**config.mk**
```make
export PLATFORM = sky130hd
export DESIGN_NAME = ray_unit_square_nearest_hit_top
export DESIGN_NICKNAME = d
export VERILOG_FILES = /design/src/design/rusnh_pkg.sv /design/src/design/rusnh_dir.sv /design/src/design/rusnh_front.sv /design/src/design/rusnh_back.sv /design/src/design/ray_unit_square_nearest_hit_top.sv
export SDC_FILE = /design/constraint.sdc
export NUM_CORES = 2
export LEC_CHECK = 0
export BUFFER_PORTS_ARGS = -buffer_cell sky130_fd_sc_hd__buf_4
export CAP_MARGIN = 20
export CORE_ASPECT_RATIO = 0.7
export CORE_MARGIN = 3
export CORE_UTILIZATION = 50
export DETAILED_ROUTE_END_ITERATION = 16
export GPL_TIMING_DRIVEN = 0
export HOLD_SLACK_MARGIN = 0.08
export PLACE_DENSITY = 0.66
export SLEW_MARGIN = 0
export SYNTH_ARGS = -nofsm -noshare
export SYNTH_HDL_FRONTEND = slang
export SYNTH_HIERARCHICAL = 1
export SYNTH_SLANG_ARGS = --single-unit
export TNS_END_PERCENT = 100
```
**constraint.sdc**
```tcl
create_clock -name clock -period 18.35 [get_ports clock]
set_input_delay 2.7525 -clock clock [delete_from_list [all_inputs] [get_ports clock]]
set_output_delay 2.7525 -clock clock [all_outputs]
set_load 0.005 [all_outputs]
```
**src/design/rusnh_pkg.sv**
```systemverilog
// ---------------------------------------------------------------------------
// rusnh_pkg
// Shared types, constants and tables of the ray / unit square nearest hit
// block.
// ---------------------------------------------------------------------------
`default_nettype none

package rusnh_pkg;

   localparam int ANGLE_BITS_DEFAULT = 16;
   localparam int FRAC_BITS_DEFAULT  = 16;
   localparam int CORDIC_STEPS       = 24;
   localparam logic signed [33:0] CORDIC_GAIN = 34'sd652032874;

   // register indexes of the control port
   localparam logic [1:0] CSR_ORIGIN_X  = 2'd0;
   localparam logic [1:0] CSR_ORIGIN_Y  = 2'd1;
   localparam logic [1:0] CSR_RAY_ANGLE = 2'd2;

   typedef struct packed {
      logic signed [31:0] block_x;
      logic signed [31:0] block_y;
      logic               last_block;
   } req_type;

   typedef struct packed {
      logic [31:0] distance;
      logic        hit;
   } rsp_type;

   // square as queued between front and back
   typedef struct packed {
      req_type blk;
      logic    skip;
   } item_type;

   // arctangent of 2^-i in turns, signed Q1.32, full circle = 2^32
   function automatic logic signed [32:0] atan_step(input logic [4:0] i);
      logic signed [32:0] v;
      begin
         unique case (i)
            5'd0:  v = 33'sd536870912;
            5'd1:  v = 33'sd316933406;
            5'd2:  v = 33'sd167458907;
            5'd3:  v = 33'sd85004756;
            5'd4:  v = 33'sd42667331;
            5'd5:  v = 33'sd21354465;
            5'd6:  v = 33'sd10679838;
            5'd7:  v = 33'sd5340245;
            5'd8:  v = 33'sd2670163;
            5'd9:  v = 33'sd1335087;
            5'd10: v = 33'sd667544;
            5'd11: v = 33'sd333772;
            5'd12: v = 33'sd166886;
            5'd13: v = 33'sd83443;
            5'd14: v = 33'sd41722;
            5'd15: v = 33'sd20861;
            5'd16: v = 33'sd10430;
            5'd17: v = 33'sd5215;
            5'd18: v = 33'sd2608;
            5'd19: v = 33'sd1304;
            5'd20: v = 33'sd652;
            5'd21: v = 33'sd326;
            5'd22: v = 33'sd163;
            5'd23: v = 33'sd81;
            default: v = 33'sd0;
         endcase
         return v;
      end
   endfunction

endpackage

`default_nettype wire

```
**src/design/rusnh_dir.sv**
```systemverilog
// ---------------------------------------------------------------------------
// rusnh_dir
// Holds the ray angle and turns it into a unit direction with an iterative
// CORDIC, one rotation step per cycle.
// ---------------------------------------------------------------------------
`default_nettype none

module rusnh_dir
   import rusnh_pkg::*;
#(
   parameter int ANGLE_BITS = ANGLE_BITS_DEFAULT,
   parameter int FRAC_BITS  = FRAC_BITS_DEFAULT
) (
   input  wire logic                        clock,
   input  wire logic                        reset,
   input  wire logic                        angle_we,
   input  wire logic [15:0]                 angle_data,
   output logic                             busy,
   output logic signed [FRAC_BITS+1:0]      nx,
   output logic signed [FRAC_BITS+1:0]      ny
);

   localparam int AW = (ANGLE_BITS < 16) ? ANGLE_BITS : 16;
   localparam int DW = FRAC_BITS + 2;

   logic [AW-1:0]        angle_ff;
   logic                 start_ff, busy_ff;
   logic [4:0]           step_ff;
   logic [1:0]           quad_ff;
   logic signed [33:0]   x_ff, y_ff;
   logic signed [32:0]   z_ff;
   logic signed [DW-1:0] nx_ff, ny_ff;

   logic [15:0]          a16;
   logic [31:0]          u;
   logic signed [33:0]   dx, dy, rnd, xr, yr;
   logic signed [DW-1:0] c, s;

   always_comb begin
      a16 = 16'(angle_ff) << (16 - AW);
      u   = {a16, 16'h0000} + 32'h2000_0000;
      dx  = y_ff >>> step_ff;
      dy  = x_ff >>> step_ff;
      rnd = 34'sd1 <<< (29 - FRAC_BITS);
      xr  = (x_ff + rnd) >>> (30 - FRAC_BITS);
      yr  = (y_ff + rnd) >>> (30 - FRAC_BITS);
      c   = DW'(xr);
      s   = DW'(yr);
   end

   always_ff @(posedge clock) begin
      if (reset) begin
         angle_ff <= '0;
         start_ff <= 1'b1;
         busy_ff  <= 1'b1;
         step_ff  <= '0;
      end else if (angle_we) begin
         angle_ff <= angle_data[15 -: AW];
         start_ff <= 1'b1;
         busy_ff  <= 1'b1;
      end else if (start_ff) begin
         start_ff <= 1'b0;
         step_ff  <= '0;
      end else if (busy_ff) begin
         if (step_ff == 5'(CORDIC_STEPS)) begin
            busy_ff <= 1'b0;
         end else begin
            step_ff <= step_ff + 5'd1;
         end
      end
   end

   always_ff @(posedge clock) begin
      if (start_ff) begin
         x_ff    <= CORDIC_GAIN;
         y_ff    <= '0;
         z_ff    <= $signed({3'b000, u[29:0]}) - 33'sd536870912;
         quad_ff <= u[31:30];
      end else if (busy_ff && step_ff != 5'(CORDIC_STEPS)) begin
         if (!z_ff[32]) begin
            x_ff <= x_ff - dx;
            y_ff <= y_ff + dy;
            z_ff <= z_ff - atan_step(step_ff);
         end else begin
            x_ff <= x_ff + dx;
            y_ff <= y_ff - dy;
            z_ff <= z_ff + atan_step(step_ff);
         end
      end else if (busy_ff) begin
         // fold the quadrant back in
         unique case (quad_ff)
            2'd0: begin nx_ff <= c;  ny_ff <= s;  end
            2'd1: begin nx_ff <= -s; ny_ff <= c;  end
            2'd2: begin nx_ff <= -c; ny_ff <= -s; end
            2'd3: begin nx_ff <= s;  ny_ff <= -c; end
         endcase
      end
   end

   assign busy = busy_ff | start_ff;
   assign nx   = nx_ff;
   assign ny   = ny_ff;

endmodule

`default_nettype wire

```
**src/design/rusnh_front.sv**
```systemverilog
// ---------------------------------------------------------------------------
// rusnh_front
// Accepts squares, flags those that contain the ray origin, and queues them
// in a two entry buffer for the back end.
// ---------------------------------------------------------------------------
`default_nettype none

module rusnh_front
   import rusnh_pkg::*;
#(
   parameter int FRAC_BITS = FRAC_BITS_DEFAULT
) (
   input  wire logic               clock,
   input  wire logic               reset,
   input  wire logic               req_push,
   input  wire req_type            req_data,
   output logic                    req_full,
   input  wire logic               hold,
   input  wire logic signed [31:0] origin_x,
   input  wire logic signed [31:0] origin_y,
   output logic                    item_valid,
   input  wire logic               item_take,
   output item_type                item
);

   item_type           buf_ff [2];
   logic               wr_ptr_ff, rd_ptr_ff;
   logic [1:0]         count_ff;
   logic               accept;
   logic signed [33:0] half, ox, oy, bx, by;
   logic               holds_origin;

   always_comb begin
      half   = 34'sd1 <<< (FRAC_BITS - 1);
      ox     = 34'(origin_x);
      oy     = 34'(origin_y);
      bx     = 34'(req_data.block_x);
      by     = 34'(req_data.block_y);
      holds_origin = (ox <= bx + half) && (ox >= bx - half) &&
                     (oy >= by - half) && (oy <= by + half);
   end

   assign req_full   = (count_ff == 2'd2) | hold;
   assign accept     = req_push & ~req_full;
   assign item_valid = (count_ff != 2'd0);
   assign item       = buf_ff[rd_ptr_ff];

   always_ff @(posedge clock) begin
      if (accept) begin
         buf_ff[wr_ptr_ff] <= '{blk: req_data, skip: holds_origin};
      end
   end

   always_ff @(posedge clock) begin
      if (reset) begin
         wr_ptr_ff <= 1'b0;
         rd_ptr_ff <= 1'b0;
         count_ff  <= '0;
      end else begin
         if (accept) wr_ptr_ff <= ~wr_ptr_ff;
         if (item_take) rd_ptr_ff <= ~rd_ptr_ff;
         count_ff <= count_ff + 2'(accept) - 2'(item_take);
      end
   end

endmodule

`default_nettype wire

```
**src/design/rusnh_back.sv**
```systemverilog
// ---------------------------------------------------------------------------
// rusnh_back
// Tests one square edge at a time: bit serial division for the ray
// parameter, one multiply for the crossing, then the running minimum.
// ---------------------------------------------------------------------------
`default_nettype none

module rusnh_back
   import rusnh_pkg::*;
#(
   parameter int FRAC_BITS = FRAC_BITS_DEFAULT
) (
   input  wire logic                        clock,
   input  wire logic                        reset,
   input  wire logic signed [31:0]          origin_x,
   input  wire logic signed [31:0]          origin_y,
   input  wire logic signed [FRAC_BITS+1:0] nx,
   input  wire logic signed [FRAC_BITS+1:0] ny,
   input  wire logic                        item_valid,
   input  wire item_type                    item,
   output logic                             item_take,
   output logic                             rsp_empty,
   input  wire logic                        rsp_pop,
   output rsp_type                          rsp_data
);

   localparam int NW = 34;
   localparam int GW = FRAC_BITS + 2;
   localparam int RW = FRAC_BITS + 3;
   localparam int PW = FRAC_BITS + 35;
   localparam int TW = 38;

   typedef enum logic [5:0] {
      S_IDLE  = 6'b000001,
      S_SETUP = 6'b000010,
      S_DIV   = 6'b000100,
      S_MUL   = 6'b001000,
      S_CHECK = 6'b010000,
      S_DONE  = 6'b100000
   } state_type;

   state_type            state_ff;
   logic [1:0]           edge_ff;
   logic [31:0]          best_ff;
   logic                 any_ff;
   logic [RW-1:0]        rem_ff;
   logic [31:0]          quo_ff, t_ff;
   logic [4:0]           cnt_ff;
   logic [GW-1:0]        den_ff;
   logic signed [PW-1:0] prod_ff;
   logic                 out_valid_ff;
   rsp_type              out_ff;

   logic                 use_y, sx_neg, sy_neg, side_neg, last_edge;
   logic signed [NW-1:0] half, ox, oy, bx, by, sxh, syh, num, num_mag;
   logic signed [GW-1:0] den, other;
   logic [GW-1:0]        den_mag;
   logic                 positive, sat;
   logic [NW+FRAC_BITS-1:0] dividend;
   logic [RW-1:0]        shifted, den_ext;
   logic                 ge;
   logic [31:0]          quo_in;
   logic signed [TW-1:0] p, base, tp, one;
   logic                 on_edge, out_free;

   // edge 0: bottom, 1: right, 2: top, 3: left
   always_comb begin
      use_y    = ~edge_ff[0];
      sx_neg   = (edge_ff == 2'd0) || (edge_ff == 2'd3);
      sy_neg   = (edge_ff == 2'd0) || (edge_ff == 2'd1);
      side_neg = edge_ff[1];
      last_edge = (edge_ff == 2'd3);

      half = 34'sd1 <<< (FRAC_BITS - 1);
      ox   = NW'(origin_x);
      oy   = NW'(origin_y);
      bx   = NW'(item.blk.block_x);
      by   = NW'(item.blk.block_y);
      sxh  = sx_neg ? -half : half;
      syh  = sy_neg ? -half : half;
      num  = use_y ? (by + syh - oy) : (bx + sxh - ox);
      den  = use_y ? ny : nx;
      other = use_y ? nx : ny;
      num_mag = num[NW-1] ? -num : num;
      den_mag = den[GW-1] ? GW'(-den) : GW'(den);
      positive = (num != '0) && (den != '0) && (num[NW-1] == den[GW-1]);
      dividend = {num_mag, {FRAC_BITS{1'b0}}};
      // quotient would not fit in 32 bits
      sat = dividend >= {den_mag, 32'h0};

      shifted = {rem_ff[RW-2:0], quo_ff[31]};
      den_ext = RW'(den_ff);
      ge      = shifted >= den_ext;
      quo_in  = {quo_ff[30:0], ge};

      one  = 38'sd1 <<< FRAC_BITS;
      p    = TW'(prod_ff >>> FRAC_BITS);
      // crossing lies along the axis other than the one divided by
      base = use_y ? (TW'(ox) + p - TW'(bx) - TW'(sxh))
                   : (TW'(oy) + p - TW'(by) - TW'(syh));
      tp   = side_neg ? -base : base;
      on_edge = !tp[TW-1] && (tp <= one);

      out_free  = ~out_valid_ff | rsp_pop;
      item_take = (state_ff == S_DONE) && (!item.blk.last_block || out_free);
   end

   always_ff @(posedge clock) begin
      if (reset) begin
         state_ff     <= S_IDLE;
         edge_ff      <= '0;
         best_ff      <= '1;
         any_ff       <= 1'b0;
         out_valid_ff <= 1'b0;
      end else begin
         if (item_take && item.blk.last_block) begin
            out_valid_ff <= 1'b1;
         end else if (rsp_pop && out_valid_ff) begin
            out_valid_ff <= 1'b0;
         end
         unique case (state_ff)
            S_IDLE: begin
               edge_ff <= '0;
               if (item_valid) state_ff <= item.skip ? S_DONE : S_SETUP;
            end
            S_SETUP: begin
               if (!positive) begin
                  edge_ff  <= edge_ff + 2'd1;
                  state_ff <= last_edge ? S_DONE : S_SETUP;
               end else if (sat) begin
                  state_ff <= S_MUL;
               end else begin
                  state_ff <= S_DIV;
               end
            end
            S_DIV: begin
               if (cnt_ff == 5'd31) state_ff <= S_MUL;
            end
            S_MUL: begin
               if (t_ff == '0) begin
                  edge_ff  <= edge_ff + 2'd1;
                  state_ff <= last_edge ? S_DONE : S_SETUP;
               end else begin
                  state_ff <= S_CHECK;
               end
            end
            S_CHECK: begin
               if (on_edge) begin
                  any_ff <= 1'b1;
                  if (t_ff < best_ff) best_ff <= t_ff;
               end
               edge_ff  <= edge_ff + 2'd1;
               state_ff <= last_edge ? S_DONE : S_SETUP;
            end
            S_DONE: begin
               if (item_take) begin
                  state_ff <= S_IDLE;
                  if (item.blk.last_block) begin
                     best_ff <= '1;
                     any_ff  <= 1'b0;
                  end
               end
            end
            default: state_ff <= S_IDLE;
         endcase
      end
   end

   // datapath, no reset
   always_ff @(posedge clock) begin
      if (state_ff == S_SETUP) begin
         rem_ff <= RW'(dividend[NW+FRAC_BITS-1:32]);
         quo_ff <= dividend[31:0];
         den_ff <= den_mag;
         cnt_ff <= '0;
         t_ff   <= '1;
      end
      if (state_ff == S_DIV) begin
         rem_ff <= ge ? (shifted - den_ext) : shifted;
         quo_ff <= quo_in;
         cnt_ff <= cnt_ff + 5'd1;
         if (cnt_ff == 5'd31) t_ff <= quo_in;
      end
      if (state_ff == S_MUL) begin
         prod_ff <= $signed({1'b0, t_ff}) * other;
      end
      if (item_take && item.blk.last_block) begin
         out_ff.distance <= best_ff;
         out_ff.hit      <= any_ff;
      end
   end

   assign rsp_empty = ~out_valid_ff;
   assign rsp_data  = out_ff;

endmodule

`default_nettype wire

```
**src/design/ray_unit_square_nearest_hit_top.sv**
```systemverilog
// ---------------------------------------------------------------------------
// ray_unit_square_nearest_hit_top
// Nearest hit of a 2D ray against a stream of unit squares.
// ---------------------------------------------------------------------------
// In the back end a square that holds the ray origin passes only the idle and done
// states; otherwise it passes idle, then for each square edge in turn a setup state
// plus, when the ray can cross it, a bit serial divide (skipped when the parameter
// saturates), a multiply and a check (not for a zero parameter), then done. Squares
// go one at a time. The result is registered and appears in the cycle after the last
// square finishes. Reset clears the control registers and the set state; the
// direction CORDIC then runs (also after each angle write), input held full meanwhile.
`default_nettype none

module ray_unit_square_nearest_hit_top
   import rusnh_pkg::*;
#(
   parameter int ANGLE_BITS = ANGLE_BITS_DEFAULT,
   parameter int FRAC_BITS  = FRAC_BITS_DEFAULT
) (
   input  wire logic        clock,
   input  wire logic        reset,
   input  wire logic        req_push,
   output logic             req_full,
   input  wire req_type     req_data,
   output logic             rsp_empty,
   input  wire logic        rsp_pop,
   output rsp_type          rsp_data,
   input  wire logic        csr_we,
   input  wire logic [1:0]  csr_index,
   input  wire logic [31:0] csr_data
);

   logic signed [31:0]          origin_x_ff, origin_y_ff;
   logic                        dir_busy, angle_we;
   logic signed [FRAC_BITS+1:0] nx, ny;
   logic                        item_valid, item_take;
   item_type                    item;

   assign angle_we = csr_we && (csr_index == CSR_RAY_ANGLE);

   always_ff @(posedge clock) begin
      if (reset) begin
         origin_x_ff <= '0;
         origin_y_ff <= '0;
      end else if (csr_we) begin
         if (csr_index == CSR_ORIGIN_X) origin_x_ff <= csr_data;
         if (csr_index == CSR_ORIGIN_Y) origin_y_ff <= csr_data;
      end
   end

   rusnh_dir #(
      .ANGLE_BITS (ANGLE_BITS),
      .FRAC_BITS  (FRAC_BITS)
   ) u_dir (
      .clock      (clock),
      .reset      (reset),
      .angle_we   (angle_we),
      .angle_data (csr_data[15:0]),
      .busy       (dir_busy),
      .nx         (nx),
      .ny         (ny)
   );

   rusnh_front #(
      .FRAC_BITS (FRAC_BITS)
   ) u_front (
      .clock      (clock),
      .reset      (reset),
      .req_push   (req_push),
      .req_data   (req_data),
      .req_full   (req_full),
      .hold       (dir_busy),
      .origin_x   (origin_x_ff),
      .origin_y   (origin_y_ff),
      .item_valid (item_valid),
      .item_take  (item_take),
      .item       (item)
   );

   rusnh_back #(
      .FRAC_BITS (FRAC_BITS)
   ) u_back (
      .clock      (clock),
      .reset      (reset),
      .origin_x   (origin_x_ff),
      .origin_y   (origin_y_ff),
      .nx         (nx),
      .ny         (ny),
      .item_valid (item_valid),
      .item       (item),
      .item_take  (item_take),
      .rsp_empty  (rsp_empty),
      .rsp_pop    (rsp_pop),
      .rsp_data   (rsp_data)
   );

endmodule

`default_nettype wire
```
-- After elaboration in Yosys (flattened, before gate mapping)
Memories as Yosys holds them, arrays and structs flattened. A register that Yosys moved wholly into a read port is not among the register bits.
Cells that the tools add are included.
- register bits after elaboration: 461
- memory bits (writable): 132
- ROM bits: 1920
- input port bits: 104
- output and inout bits: 35
- logic and storage cells: 222
- memories kept: 3
- memory list (memory ; depth ; width ; read ports ; clocked after memory_dff ; wr ports ; line ; RTL):
    (name not given) ; 32 ; 30 ; 1 ; 1 ; 0 ; rusnh_pkg.sv:41 ; unique case (i)
    (name not given) ; 32 ; 30 ; 1 ; 1 ; 0 ; rusnh_pkg.sv:41 ;
    u_front.buf_ff ; 2 ; 66 ; 1 ; 1 ; 1 ; rusnh_front.sv:26 ; item_type buf_ff [2];
- add/sub/neg operators: 35
- multipliers: 1
- order comparisons: 8
- eq/ne operators: 27
- shift-type cells: 2
- muxes and demuxes: 69
- bitwise operators: 11
- reduce and logical (&&, ||, !) cells: 38
- operators with widths (cell ; number):
    two-way mux 33 bit ; 9
    two-way mux 32 bit ; 9
    two-way mux 34 bit ; 6
    case mux 18 bit (4 select lines) ; 2
    two-way mux 18 bit ; 6
    two-way mux 38 bit ; 2
    subtractor 38 x 34 -> 38 bit ; 2
    subtractor 36 x 32 -> 37 bit ; 2
    adder 32 x 35 -> 36 bit ; 2
    adder 32 x 34 -> 34 bit ; 2
    adder 34 bit ; 2
    >>> shifter 34 x 5 -> 34 bit ; 2
    subtractor 34 x 32 -> 34 bit ; 2
    subtractor 34 bit ; 2
    adder 32 x 17 -> 33 bit (second input constant) ; 2
    >= comparator 32 x 33 -> 1 bit ; 2
    less-or-equal comparator 32 x 33 -> 1 bit ; 2
    subtractor 32 x 17 -> 33 bit (second input constant) ; 2
    adder 32 x 15 -> 32 bit (second input constant) ; 2
    case mux 32 bit (2 select lines) ; 1
    negator 18 bit ; 3
    multiplier 33 x 18 -> 51 bit ; 1
    >= comparator 50 bit ; 1
    two-way mux 5 bit ; 9
    other kinds (51) ; 116

-- Logic depth before layout (Yosys ltp)
- word-level depth: 12
- gate-level depth with buffers: 40
- mapped depth without buffers: 31

-- Cells and area by module
The synthesis kept the hierarchy.
- modules (own cells, without submodules) (module ; times used ; cells each ; area each (sq um) ; sequential area each (sq um)):
    rusnh_back ; 1 ; 5201 ; 44081.0 ; 5715.5
    rusnh_dir ; 1 ; 2509 ; 20699.9 ; 4554.4
    rusnh_front ; 1 ; 704 ; 8488.1 ; 4063.9
    ray_unit_square_nearest_hit_top ; 1 ; 247 ; 2686.3 ; 1281.2

-- Worst setup path before layout
No wires, ideal clock.
- path kind: flip-flop to flip-flop
- from: reg u_back.edge_ff[0]
- to: reg u_back.prod_ff[50] (data pin)
- library setup time: 272 ps
- data arrival time: 10426 ps
- required time: 18078 ps
- path slack: 7651 ps
- cell stages (with the launch flop): 41
- buffers on the path: 12
- clock period less this slack: 10699 ps
- path through: dfxtp_1 -> clkbuf_8 -> buf_2 -> buf_6 -> clkbuf_1 -> buf_2 -> buf_1 -> clkbuf_1 -> buf_1 -> clkbuf_1 -> clkbuf_1 -> buf_1 -> mux2_2 -> clkbuf_1 -> nand2_1 -> fa_1 -> inv_1 -> fa_1 -> [... 5 more ...] -> fa_1 -> inv_1 -> fa_1 -> ha_1 -> a21o_1 -> a21oi_1 -> and3_1 -> nand2_1 -> a31oi_1 -> a21oi_1 -> o21ai_0 -> o21ai_0 -> a21oi_1 -> o21ai_0 -> a211o_1 -> a211o_1 -> o21ai_0 -> a211oi_1
- cells in the longest elaborated chain, start to end: 2
- RTL lines (element ; line ; RTL):
    start, declared ; rusnh_back.sv:43 ; logic [1:0] edge_ff;
    start signal, assigned ; rusnh_back.sv:128 ; edge_ff <= edge_ff + 2'd1;
    start signal, assigned ; rusnh_back.sv:141 ; edge_ff <= edge_ff + 2'd1;
    start signal, assigned ; rusnh_back.sv:152 ; edge_ff <= edge_ff + 2'd1;
    two-way mux 18 bit ; rusnh_back.sv:83 ; other = use_y ? nx : ny;
    multiplier 33 x 18 -> 51 bit ; rusnh_back.sv:185 ; prod_ff <= $signed({1'b0, t_ff}) * other;
    end signal, assigned ; rusnh_back.sv:185 ;
    end, declared ; rusnh_back.sv:50 ; logic signed [PW-1:0] prod_ff;
Every way passes these cells.
A chain may end at the register's enable or synchronous reset.

-- Final worst setup path
Same ends and word-level chain as after synthesis.

==> flow_metrics.py <==
metrics = {
    "synth": {
        "yosys-top-cells-area": "fa_1 15%, edfxtp_1 14%, ha_1 11%",
        "synth-edff-count": 344,
        "yosysTopAreaCell": "fa_1",
        "synth_top_area_frac": 0.155,
        "syn_nets": 10000,
        "netlist_instances": 8661,
        "synth-async-reset-ratio": 0,
        "synth_cell_types": 135,
        "synth_seq_cells": 608,
        "ys_warn_count": 6,
        "ys_seq_area_frac": 0.206,
        "synth-main-ff-cell": "edfxtp_1",
        "syn_area_per_cell_um2": 8.77,
        "synth.cell_area_mm2": 0.0760,
        "synthTopCellsByCount": "1097 x inv_1, 783 x nand2_1, 656 x ha_1",
        "synth_most_common_cell": "inv_1",
    },
    "job": {
        "maxCapViolCount": 0,
    },
    "detailed_routing": {
        "wl_per_cell_um": 26.5,
        "ant_nets": 0,
        "drc_errors": 0,
        "vias": 68000,
        "drtPass1Iterations": 6,
        "initialDrtViolationCount": 8181,
        "routed_via_density": 6.21,
        "routed_wl_mm": 290,
    },
    "finish": {
        "layoutNonFillerInstCount": 10900,
        "final_nets": 10200,
        "drive_gt1_frac": 0.0807,
        "area_growth_pct": 8.16,
        "postLayoutCellArea_mm2": 0.0822,
    },
    "placement": {
        "gp_congestion": 1.07,
        "dp_slack_ns": 1.32,
        "post_dp_cell_area_mm2": 0.0798,
        "port_buffers": 138,
        "place_inst": 10800,
        "dp_hpwl_mm": 237,
    },
    "floorplan": {
        "die_h_um": 332,
        "die_area_mm2": 0.157,
        "io_pins": 139,
        "die_w_um": 472,
        "num_rows": 118,
        "initial_core_util": 0.508,
        "coreArea_mm2": 0.149,
    },
    "timing": {
        "tightest_slew_ns": 1.31,
        "setup_viol": 0,
        "clock.fmax_ghz": 0.0591,
        "setup_ws_ns": 1.43,
        "drv_slew": 0,
        "rsz0062_at_grt": "no",
        "hold_viol": 0,
        "fin_crit_ns": 16.92,
        "finalSetupTns_ns": 0,
        "slew_headroom": 0.129,
        "final_min_period_over_clock_period": 0.922,
        "clock-skew-final_ns": 0.0461,
    },
    "global_route": {
        "first_global_vias": 64300,
        "grt_pass1_wl_mm": 426,
        "globalRouteTotalUtil": 0.363,
        "antenna_found_initial": 7,
        "grt-ovfl-total": 0,
        "grt_max_degree": 40,
    },
    "worst_setup_path": {
        "cp_top_family": "buffers and inverters",
        "slowest_delay_ns": 0.97,
        "cpMaxStageDelayCell": "mux2i_1",
        "cp_max_fo": 10,
        "cp-end-kind": "flip-flop",
        "worst-r2r-setup-slack_ns": 1.43,
        "reg2regPathDepth": 37,
        "path_common_cell": "fa_1",
        "worstPathArrival_ns": 17.37,
        "cp_num_buf_inv": 14,
        "crit_type": "reg -> reg",
        "cp.required_ns": 18.80,
        "r2r-end": "u_back/prod_ff[50]",
        "crit_path_start_kind": "flip-flop",
        "timing.rr.start": "u_back/edge_ff[0]",
    },
    "hold_path": {
        "min_delay_worst_endpoint": "u_back/rsp_data[18]",
        "hold_class": "reg -> reg",
        "hp-start": "u_back/best_ff[17]",
        "hold_depth": 0,
    },
    "cts": {
        "cts_root_buf": "clkbuf_16",
        "hold_buffers": 0,
        "post-cts-setup-buffers": 0,
        "cts_tree": "done",
        "clockBufferDepth": 3,
        "clock_latency_ns": 0.72,
        "clk_pin_slew_ns": 0.07,
        "htree_levels": 3,
        "cts_made_buffers": 70,
        "cts_resized": 0,
        "clock-sinks": 608,
    },
    "power": {
        "leakage_nw": 36.2,
        "irDropWorstVdd_uv": 147,
        "powerDensity_mw_per_mm2": 90.6,
    },
    "run_status": {
        "status": "completed",
    },
}
-- stage by stage --
| step | utilization | hold slack [ns] | power [mW] |
|---|---|---|---|
| global placement | 0.532 | 0.422 | 5.82 |
| floorplan | - | 0.408 | 4.70 |
| global route | 0.550 | 0.454 | 7.90 |
| CTS | 0.549 | 0.444 | 7.35 |
| detailed placement | 0.534 | 0.427 | 5.88 |
| finish | 0.550 | 0.445 | 7.45 |
-- how the worst max path moves through the flow --
stage | depth (start not counted) | from | endpoint | slack, ns
floorplan | 40 | u_back/edge_ff[0] | u_back/prod_ff[50] | 7.65
global placement | 36 | u_back/edge_ff[0] | u_back/prod_ff[49] | 0.84
detailed placement | 36 | u_back/edge_ff[0] | u_back/prod_ff[50] | 1.32
CTS | 36 | u_back/edge_ff[0] | u_back/prod_ff[50] | 1.29
global route | 37 | u_back/edge_ff[0] | u_back/prod_ff[49] | 1.32
finish | 37 | u_back/edge_ff[0] | u_back/prod_ff[50] | 1.43
-- final cells by class --
class | instances | area (um2)
fill | 13800 | 67300
buffer | 437 | 2110
multi-input combinational | 6512 | 54100
antenna | 9 | 22.5
inverter | 1104 | 4140
timing repair buffer | 168 | 1420
clock buffer | 87 | 1880
clock inverter | 41 | 380
tap | 1980 | 2480
sequential | 608 | 15600
-- power breakdown --
| group | internal (mW) | switching [mW] |
|---|---|---|
| Combinational | 1.67 | 2.60 |
| Sequential | 1.59 | 0.147 |
| Clock | 0.772 | 0.658 |
-- cell families after synthesis --
| group | Yosys count | share of synthesized area |
|---|---|---|
| and+or+nand+nor | 2601 | 0.170 |
| AOI/OAI and AO/OA | 1707 | 0.145 |
| xor gates and xnor gates | 506 | 0.0583 |
| DFF | 608 | 0.206 |
| adders and majority gates | 1244 | 0.263 |
| muxes | 454 | 0.0759 |
| buffers and inverters | 1541 | 0.0823 |
-- registers in the layout (all words and copies together) (netlist names), 33 cells and up, named ones only --
register and count:
u_dir/x_ff 34, u_back/prod_ff 35, u_front/buf_ff 132, u_dir/y_ff 34
u_back/rsp_data 33, u_dir/z_ff 33
-- cells in the final DEF (no fill, tap or decap), types with 292 or more instances in the layout --
| cell type | instances |
|---|---|
| a21oi_1 | 538 |
| clkbuf_1 | 300 |
| edfxtp_1 | 344 |
| fa_1 | 587 |
| ha_1 | 656 |
| inv_1 | 1097 |
| nand2_1 | 783 |
| nor2_1 | 608 |
| o21ai_0 | 333 |
| xnor2_1 | 292 |
-- layer usage --
layer	up-vias	global-route usage	routed length, um
li1	30200	-	-
met1	33400	0.546	129000
met2	3933	0.495	114000
met3	477	0.113	37900
met4	4	0.100	9040
met5	-	0.00244	66
Power figures use the tool's default switching activity.
